$ cat src/pva_pkg.sv
`timescale 1ns / 1ps
// pva_pkg: shared types and constants of the voice allocator
// no dependencies

package pva_pkg;

  localparam int unsigned NumVoices = 16;
  localparam int unsigned VoiceW    = 4;
  localparam int unsigned CountW    = 5;
  localparam int unsigned NoteW     = 7;
  localparam int unsigned VelW      = 7;
  localparam int unsigned ReqW      = 2;

  typedef enum logic [ReqW-1:0] {
    REQ_NOTE_ON    = 2'd0,
    REQ_NOTE_OFF   = 2'd1,
    REQ_VOICE_DONE = 2'd2
  } req_e;

  typedef enum logic {
    CMD_START   = 1'b0,
    CMD_RELEASE = 1'b1
  } cmd_e;

  typedef struct packed {
    logic [VoiceW-1:0] voice;
    logic [NoteW-1:0]  note;
  } age_entry_t;

  typedef struct packed {
    cmd_e              command;
    logic [VoiceW-1:0] voice;
    logic [NoteW-1:0]  note;
    logic [VelW-1:0]   velocity;
    logic              stolen;
    logic              last;
  } out_word_t;

endpackage

$ cat src/poly_voice_allocator_oldest_steal.sv
`timescale 1ns / 1ps
// poly_voice_allocator_oldest_steal: voice allocator with oldest note stealing
// depends on pva_pkg; busy voices and their notes live in one age-ordered ram
// note on: S_START or S_STEAL registers the start word once the output is free, then idle
// note off: S_OFF scans every busy entry, then S_FLUSH sends the last release when a voice matches, then idle
// voice finished: S_FIN scans every busy entry and closes the gap; ignored words go back to idle
// in_ready only in idle, so a new word waits for the last; reset: 16 voices free, voice 0 on top, none busy

module poly_voice_allocator_oldest_steal
  import pva_pkg::*;
(
  input  logic              clk_i,
  input  logic              rst_ni,
  input  logic              cfg_we_i,
  input  logic [CountW-1:0] cfg_wdata_i,
  input  logic              in_valid_i,
  output logic              in_ready_o,
  input  logic [ReqW-1:0]   req_type_i,
  input  logic [NoteW-1:0]  note_i,
  input  logic [VelW-1:0]   velocity_i,
  input  logic [VoiceW-1:0] voice_index_i,
  output logic              out_valid_o,
  input  logic              out_ready_i,
  output logic              command_o,
  output logic [VoiceW-1:0] target_voice_o,
  output logic [NoteW-1:0]  note_out_o,
  output logic [VelW-1:0]   velocity_out_o,
  output logic              stolen_o,
  output logic              last_o
);

  typedef enum logic [2:0] {
    S_IDLE,
    S_START,
    S_STEAL,
    S_OFF,
    S_FLUSH,
    S_FIN
  } state_e;

  state_e              state_q, state_d;
  logic [CountW-1:0]   max_q;
  logic [CountW-1:0]   busy_q, busy_d;
  logic [CountW-1:0]   fc_q, fc_d;
  logic [VoiceW-1:0]   head_q, head_d;
  logic [VoiceW-1:0]   pos_q, pos_d;
  logic                found_q, found_d;
  logic                pend_valid_q, pend_valid_d;
  logic [VoiceW-1:0]   pend_voice_q, pend_voice_d;
  logic [NumVoices-1:0] voice_busy_q, voice_busy_d;
  logic [VoiceW-1:0]   free_stack_q [NumVoices];
  logic [VoiceW-1:0]   free_init [NumVoices];
  logic [NoteW-1:0]    note_q, note_d;
  logic [VelW-1:0]     vel_q, vel_d;
  logic [VoiceW-1:0]   vidx_q, vidx_d;
  logic                out_valid_q, out_valid_d;
  out_word_t           out_q, out_d;

  logic                push_en;
  logic [CountW-1:0]   cfg_max;
  logic                out_free;
  logic                is_end;
  logic                match;
  logic                steal;
  logic [VoiceW-1:0]   pop_voice;

  // age ram
  age_entry_t          age_mem [NumVoices];
  age_entry_t          rdata_q;
  logic                mem_we;
  logic [VoiceW-1:0]   mem_waddr;
  age_entry_t          mem_wdata;
  logic [VoiceW-1:0]   rd_addr;

  always_ff @(posedge clk_i) begin
    if (mem_we) begin
      age_mem[mem_waddr] <= mem_wdata;
    end
    rdata_q <= age_mem[rd_addr];
  end

  always_comb begin
    if (cfg_wdata_i == '0) begin
      cfg_max = CountW'(1);
    end else if (cfg_wdata_i > CountW'(NumVoices)) begin
      cfg_max = CountW'(NumVoices);
    end else begin
      cfg_max = cfg_wdata_i;
    end
    for (int i = 0; i < NumVoices; i++) begin
      free_init[i] = (CountW'(i) < cfg_max) ?
                     VoiceW'(cfg_max - CountW'(i) - CountW'(1)) : '0;
    end
  end

  assign out_free  = !out_valid_q || out_ready_i;
  assign is_end    = ((CountW'(pos_q) + CountW'(1)) == busy_q);
  assign match     = (rdata_q.note == note_q);
  assign steal     = (busy_q >= max_q) || (fc_q == '0 && busy_q != '0);
  assign pop_voice = free_stack_q[VoiceW'(fc_q - CountW'(1))];
  assign rd_addr   = head_d + pos_d;

  always_comb begin
    state_d      = state_q;
    busy_d       = busy_q;
    fc_d         = fc_q;
    head_d       = head_q;
    pos_d        = pos_q;
    found_d      = found_q;
    pend_valid_d = pend_valid_q;
    pend_voice_d = pend_voice_q;
    voice_busy_d = voice_busy_q;
    note_d       = note_q;
    vel_d        = vel_q;
    vidx_d       = vidx_q;
    out_valid_d  = out_valid_q && !out_ready_i;
    out_d        = out_q;
    push_en      = 1'b0;
    mem_we       = 1'b0;
    mem_waddr    = '0;
    mem_wdata    = '0;

    unique case (state_q)
      S_IDLE: begin
        if (in_valid_i) begin
          note_d       = note_i;
          vel_d        = velocity_i;
          vidx_d       = voice_index_i;
          pos_d        = '0;
          found_d      = 1'b0;
          pend_valid_d = 1'b0;
          unique case (req_type_i)
            REQ_NOTE_ON: begin
              if (steal) begin
                state_d = S_STEAL;
              end else if (fc_q != '0) begin
                state_d = S_START;
              end
            end
            REQ_NOTE_OFF: begin
              if (busy_q != '0) begin
                state_d = S_OFF;
              end
            end
            REQ_VOICE_DONE: begin
              if ((CountW'(voice_index_i) < max_q) && voice_busy_q[voice_index_i]) begin
                state_d = S_FIN;
              end
            end
            default: begin
              state_d = S_IDLE;
            end
          endcase
        end
      end

      S_START: begin
        if (out_free) begin
          fc_d                    = fc_q - CountW'(1);
          busy_d                  = busy_q + CountW'(1);
          voice_busy_d[pop_voice] = 1'b1;
          mem_we                  = 1'b1;
          mem_waddr               = head_q + VoiceW'(busy_q);
          mem_wdata               = '{voice: pop_voice, note: note_q};
          out_valid_d             = 1'b1;
          out_d                   = '{command: CMD_START, voice: pop_voice, note: note_q,
                                      velocity: vel_q, stolen: 1'b0, last: 1'b1};
          state_d                 = S_IDLE;
        end
      end

      S_STEAL: begin
        if (out_free) begin
          // oldest entry moves to the newest place
          head_d      = head_q + VoiceW'(1);
          mem_we      = 1'b1;
          mem_waddr   = head_q + VoiceW'(busy_q);
          mem_wdata   = '{voice: rdata_q.voice, note: note_q};
          out_valid_d = 1'b1;
          out_d       = '{command: CMD_START, voice: rdata_q.voice, note: note_q,
                          velocity: vel_q, stolen: 1'b1, last: 1'b1};
          state_d     = S_IDLE;
        end
      end

      S_OFF: begin
        if (!(match && pend_valid_q && !out_free)) begin
          if (match) begin
            if (pend_valid_q) begin
              out_valid_d = 1'b1;
              out_d       = '{command: CMD_RELEASE, voice: pend_voice_q, note: note_q,
                              velocity: vel_q, stolen: 1'b0, last: 1'b0};
            end
            pend_valid_d = 1'b1;
            pend_voice_d = rdata_q.voice;
          end
          if (is_end) begin
            state_d = (match || pend_valid_q) ? S_FLUSH : S_IDLE;
          end else begin
            pos_d = pos_q + VoiceW'(1);
          end
        end
      end

      S_FLUSH: begin
        if (out_free) begin
          out_valid_d  = 1'b1;
          out_d        = '{command: CMD_RELEASE, voice: pend_voice_q, note: note_q,
                           velocity: vel_q, stolen: 1'b0, last: 1'b1};
          pend_valid_d = 1'b0;
          state_d      = S_IDLE;
        end
      end

      S_FIN: begin
        if (found_q) begin
          // close the gap left by the finished voice
          mem_we    = 1'b1;
          mem_waddr = head_q + pos_q - VoiceW'(1);
          mem_wdata = rdata_q;
        end else if (rdata_q.voice == vidx_q) begin
          found_d = 1'b1;
        end
        if (is_end) begin
          if (found_q || rdata_q.voice == vidx_q) begin
            busy_d = busy_q - CountW'(1);
          end
          voice_busy_d[vidx_q] = 1'b0;
          if (fc_q < CountW'(NumVoices)) begin
            push_en = 1'b1;
            fc_d    = fc_q + CountW'(1);
          end
          state_d = S_IDLE;
        end else begin
          pos_d = pos_q + VoiceW'(1);
        end
      end

      default: begin
        state_d = S_IDLE;
      end
    endcase
  end

  always_ff @(posedge clk_i or negedge rst_ni) begin
    if (!rst_ni) begin
      state_q      <= S_IDLE;
      max_q        <= CountW'(NumVoices);
      busy_q       <= '0;
      fc_q         <= CountW'(NumVoices);
      head_q       <= '0;
      pos_q        <= '0;
      found_q      <= 1'b0;
      pend_valid_q <= 1'b0;
      pend_voice_q <= '0;
      voice_busy_q <= '0;
      note_q       <= '0;
      vel_q        <= '0;
      vidx_q       <= '0;
      out_valid_q  <= 1'b0;
      out_q        <= '0;
      for (int i = 0; i < NumVoices; i++) begin
        free_stack_q[i] <= VoiceW'(NumVoices - 1 - i);
      end
    end else begin
      state_q      <= state_d;
      pos_q        <= pos_d;
      found_q      <= found_d;
      pend_valid_q <= pend_valid_d;
      pend_voice_q <= pend_voice_d;
      note_q       <= note_d;
      vel_q        <= vel_d;
      vidx_q       <= vidx_d;
      out_valid_q  <= out_valid_d;
      out_q        <= out_d;
      if (cfg_we_i) begin
        // free all voices
        max_q        <= cfg_max;
        busy_q       <= '0;
        fc_q         <= cfg_max;
        head_q       <= '0;
        voice_busy_q <= '0;
        for (int i = 0; i < NumVoices; i++) begin
          free_stack_q[i] <= free_init[i];
        end
      end else begin
        busy_q       <= busy_d;
        fc_q         <= fc_d;
        head_q       <= head_d;
        voice_busy_q <= voice_busy_d;
        if (push_en) begin
          free_stack_q[fc_q[VoiceW-1:0]] <= vidx_q;
        end
      end
    end
  end

  assign in_ready_o     = (state_q == S_IDLE);
  assign out_valid_o    = out_valid_q;
  assign command_o      = out_q.command;
  assign target_voice_o = out_q.voice;
  assign note_out_o     = out_q.note;
  assign velocity_out_o = out_q.velocity;
  assign stolen_o       = out_q.stolen;
  assign last_o         = out_q.last;

  a_count_sum: assert property (@(posedge clk_i) disable iff (!rst_ni)
    (6'(busy_q) + 6'(fc_q)) <= 6'(max_q))
    else $error("busy and free voices exceed max_voices");

  a_busy_bits: assert property (@(posedge clk_i) disable iff (!rst_ni)
    $countones(voice_busy_q) == int'(busy_q))
    else $error("busy flags disagree with busy count");

  a_max_range: assert property (@(posedge clk_i) disable iff (!rst_ni)
    max_q != '0 && max_q <= CountW'(NumVoices))
    else $error("max_voices out of range");

  a_pend_flush: assert property (@(posedge clk_i) disable iff (!rst_ni)
    (state_q == S_FLUSH) |-> pend_valid_q)
    else $error("flush without a pending release");

endmodule

$ cat config.mk
export PLATFORM = sky130hd
export DESIGN_NAME = poly_voice_allocator_oldest_steal
export DESIGN_NICKNAME = d
export VERILOG_FILES = /design/src/pva_pkg.sv /design/src/poly_voice_allocator_oldest_steal.sv
export SDC_FILE = /design/constraint.sdc
export NUM_CORES = 1
export LEC_CHECK = 0
export BUFFER_PORTS_ARGS = -buffer_cell sky130_fd_sc_hd__buf_2
export CAP_MARGIN = 40
export CORE_MARGIN = 3
export CORE_UTILIZATION = 40
export DETAILED_ROUTE_END_ITERATION = 7
export PLACE_DENSITY_LB_ADDON = 0.05
export SLEW_MARGIN = 0
export SYNTH_ARGS = -nofsm -noshare
export SYNTH_HDL_FRONTEND = slang
export SYNTH_SLANG_ARGS = --single-unit
$ cat constraint.sdc
create_clock -name clk_i -period 4.3 [get_ports clk_i]
set_input_delay 0.215 -clock clk_i [delete_from_list [all_inputs] [get_ports clk_i]]
set_output_delay 0.215 -clock clk_i [all_outputs]
set_load 0.05 [all_outputs]
==> run summary <==
For the first-pass GRT wire length, the log shows 70.79 mm. Setup repair after global routing left no endpoint under its margin. Counting the fill cells in the layout gives 3696.

The top cell type's share of synthesized area works out to 0.3178. The logs give 1304 for the number of instances in the synthesized netlist and 0.4063 for the initial core utilization. The worst setup path is launched from a register. The ratio of cells with drive above 1 in the final layout is 0.2241. For this block, the routed nets add up to 46.43 mm of wire. 0 antenna diodes ended up in the layout.

The detailed-route DRC error count was 0; the net switching share of the total power was 0.3740. Static timing analysis puts the maximum clock frequency at 0.2639 GHz. Initial antenna violation count: 0.

Hold repair after CTS inserted 22 buffers. The post-CTS setup buffer count is 0. The number of resized instances in the post-cts repair step was 0; the post-synthesis sequential element count was 339. For the net switching power of the design, the log shows 5.086 mW.

TritonCTS built the clock tree. The data required time at the worst endpoint is 4.76 ns. 53 I/O pins were placed. At the end of routability-driven placement, the weighted congestion stood at 0.8348. The initialized floorplan defines 74 standard-cell rows.

The detailed router finished its first iteration with 918 violations. The clock period minus worst slack is 3.790 ns, and the number of H-tree branching levels is 2. The largest net degree at the start of global routing was 87. Via count: 11108. After synthesis the cells add up to 16630 um^2.

The run finished with clean final reports. The power density relative to cell area is 703.8 nW/um^2. The final number of max-transition violations came out at 0. The type of the worst min-delay path was input port to register. The run gives 0.3595 mV as the highest ir drop seen on vdd. The part of the total power dissipated in sequential elements is 0.343. Slew of the pin with the lowest slew margin: 0.8569 ns. Data on the critical path arrives at its endpoint at 4.25 ns. The total area inside the core boundary comes to 40920 um^2.

The worst register-to-register path has a setup slack of 0.51 ns. Leading cell type by number of instances after synthesis: sky130_fd_sc_hd__edfxtp_1. Dividing the detail-routed via count by the number of cells gives 5.667. The area of the multi-input gates was 6855 um^2; the overall global routing resource usage was 0.2123. The run gives 11130 as the via count of the first global-routing pass. Net count after synthesis: 1379. For the number of nets in the layout, the log shows 1471. In the synthesized netlist, the cells that appear most often are 176 x sky130_fd_sc_hd__edfxtp_1, 118 x sky130_fd_sc_hd__dfrtp_1, 99 x sky130_fd_sc_hd__nand2_1, 91 x sky130_fd_sc_hd__nor2_1, 67 x sky130_fd_sc_hd__mux4_2. By area the synthesized netlist is led by sky130_fd_sc_hd__edfxtp_1 32%, sky130_fd_sc_hd__dfrtp_1 18%, sky130_fd_sc_hd__mux4_2 9.1%.

The run gives 40 as the number of buffers inserted during clock tree synthesis. Global routing finished with a remaining overflow of 0. The most used flip-flop cell after synthesis is sky130_fd_sc_hd__edfxtp_1. Yosys mapped a number of flops with a built-in enable equal to 176. The type of element capturing the critical path is a register. The count of synthesis-stage warnings from yosys is 0, and the design internal power is 8.513 mW. The layout overhead on the synthesized area works out to 16.19%. Count of input and output buffers: 52. Setup violations remaining at the end of the flow were counted as 0. At the later pin of the worst-skew pair, clock insertion delay measures 0.58 ns.

The share of the yosys chip area belonging to registers came out at 0.5624. The clock drives 339 sinks. The number of distinct library cell variants in the gate-level netlist after synthesis was 70; the chip height was 209.9 um.

The tree is rooted in a sky130_fd_sc_hd__clkbuf_16. The final clock period utilization by the worst path is 0.8814. The logs give 0.02184 ns for the clock tree skew after final layout and 44050 um^2 for the floorplan die area. The clock network fraction of total power came out at 0.262.

The worst setup timing slack at the placement stage is 0.5390 ns. The run gives 0 as the number of hold-slack violations in the final timing report. The detail route stage leaves a number of antenna-violating nets equal to 0. A synthesized cell averages 12.75 um^2. Summed over all cells, the static leakage comes to 7.499 nW.

The combinational group share of total power is 0.395. After clock tree synthesis, the clock-pin slew on the worst setup and hold paths is 0.06 ns. For the max-cap violation count, the log shows 0. The sequential cells in the finished layout cover a total of 9351 um^2. For the minimum setup slack in the final design, the log shows 0.5102 ns. In this run the worst path has a maximum fanout of 19. The detailed-router iteration count before antenna repair came out at 5.

The relative max-transition margin was 0.4279; the utilization of the core after routing was 0.4721. The run gives 0 ns as the final setup TNS. The wire-length estimate of the detail-placed layout is 30.06 mm. The average wire length per cell after detail routing came out at 23.69 um.

The worst setup path is of the register to register kind. The share of flip-flops with an asynchronous set or reset came out at 0.4484. The most area-hungry cell type in the Yosys netlist was sky130_fd_sc_hd__edfxtp_1. In this run the deepest clock path goes through 3 buffers. The die is 209.9 um wide.
per-stage QoR:
step           cell area [um^2]  hold WS [ns]  std cells  power (mW)
5_1_grt                   19320       0.02829       1960       14.33
3_5_place_dp              17710        0.3478       1864       10.11
4_1_cts                   19320      0.004006       1960       13.74
3_3_place_gp              17690        0.3447       1862       10.07
6_report                  19320       0.04267       1960       13.60
2_1_floorplan             16630      -0.08059       1304       8.352
worst paths after layout:
path                                         startpoint                      endpoint  cells past startpoint
max in group asynchronous                        rst_ni     note_out_o[2]$_DFFE_PN0P_                      3
min in group asynchronous                        rst_ni  free_stack_q[46]$_DFFE_PN0P_                      2
hold / removal                            req_type_i[1]        state_q[0]$_DFFE_PN0P_                      3
setup reg to reg                     pos_q[0]$_DFF_PN0_            rdata_q[6]$_DFF_P_                     14
setup / recovery                     pos_q[0]$_DFF_PN0_            rdata_q[6]$_DFF_P_                     14
hold reg to reg            free_stack_q[54]$_DFFE_PN1P_  free_stack_q[54]$_DFFE_PN1P_                      2
state kept, by name (all words and copies together), names as in the netlist, 5 cells and up:
signal and cells:
free_stack_q 64, busy_q 5, note_out_o 7, fc_q 5, max_q 5, age_mem 176, voice_busy_q 16, note_q 7
rdata_q 11, velocity_out_o 7, vel_q 7
power by group through the flow:
stage	sequential, mW	clock, mW	combinational (mW)
global route	4.73	3.79	5.81
floorplan	4.90	0	3.45
global placement	4.72	0	5.34
finish	4.67	3.56	5.37
CTS	4.67	3.66	5.41
detailed placement	4.73	0	5.38
final cells by class:
cell class | count | share of cell area
inverters | 42 | 0.008160
clock inverters | 17 | 0.01399
clock buffers | 57 | 0.05776
well taps | 532 | 0.03445
multi-input cells | 851 | 0.3548
flip-flops and latches | 339 | 0.4840
repair buffers | 122 | 0.04682
layer usage:
metal	vias to the layer above	part of all wire	track usage
met5	-	0	0
met3	90	0.046	0.03842
met2	277	0.48	0.3385
met1	5664	0.45	0.2966
met4	0	0.031	0.06905
li1	5077	-	-
cell usage in the layout, fill, tap and decap left out, types with 14 or more instances in the layout:
cell type,netlist,final
sky130_fd_sc_hd__a22o_1,17,17
sky130_fd_sc_hd__xor2_1,16,15
sky130_fd_sc_hd__o21ai_0,62,62
sky130_fd_sc_hd__a21oi_1,65,65
sky130_fd_sc_hd__inv_1,39,39
sky130_fd_sc_hd__dfstp_2,34,34
sky130_fd_sc_hd__dlygate4sd3_1,0,22
sky130_fd_sc_hd__a21o_1,14,14
sky130_fd_sc_hd__buf_4,1,43
sky130_fd_sc_hd__xnor2_1,26,26
sky130_fd_sc_hd__clkbuf_16,0,41
sky130_fd_sc_hd__nor2b_1,17,17
sky130_fd_sc_hd__nor2_1,91,91
sky130_fd_sc_hd__a31oi_1,29,29
sky130_fd_sc_hd__mux4_2,67,67
sky130_fd_sc_hd__ha_1,41,40
sky130_fd_sc_hd__mux2i_1,53,53
sky130_fd_sc_hd__nand2_1,99,99
sky130_fd_sc_hd__dfrtp_1,118,118
sky130_fd_sc_hd__nand3_1,42,42
sky130_fd_sc_hd__edfxtp_1,176,176
sky130_fd_sc_hd__mux2_2,41,41
sky130_fd_sc_hd__buf_2,19,51
worst max-delay path: stages, from the launching register on:
cell and delay (ns):
sky130_fd_sc_hd__dfrtp_1 0.43, sky130_fd_sc_hd__ha_1 0.29, sky130_fd_sc_hd__nand2b_1 0.16, sky130_fd_sc_hd__a21oi_1 0.26
sky130_fd_sc_hd__o211ai_1 0.20, sky130_fd_sc_hd__nor2b_1 0.19, sky130_fd_sc_hd__and2_1 0.22, sky130_fd_sc_hd__nand2_1 0.07
sky130_fd_sc_hd__nand2_1 0.11, sky130_fd_sc_hd__ha_4 0.19, sky130_fd_sc_hd__fa_2 0.74, sky130_fd_sc_hd__buf_12 0.22
sky130_fd_sc_hd__mux4_2 0.31, sky130_fd_sc_hd__mux2i_1 0.18, sky130_fd_sc_hd__mux2i_1 0.09
logic make-up (layout without fill, tap and decap cells):
group	Yosys count	count (layout)	synth area share
mux	167	167	0.1545
buf+inv	114	238	0.02829
xor+xnor	43	43	0.02310
fa+ha+maj	45	45	0.03567
flops	339	339	0.5624
simple gates	315	315	0.08774
compound gates	281	281	0.1084
No activity file was read; power rests on OpenSTA's default activity.
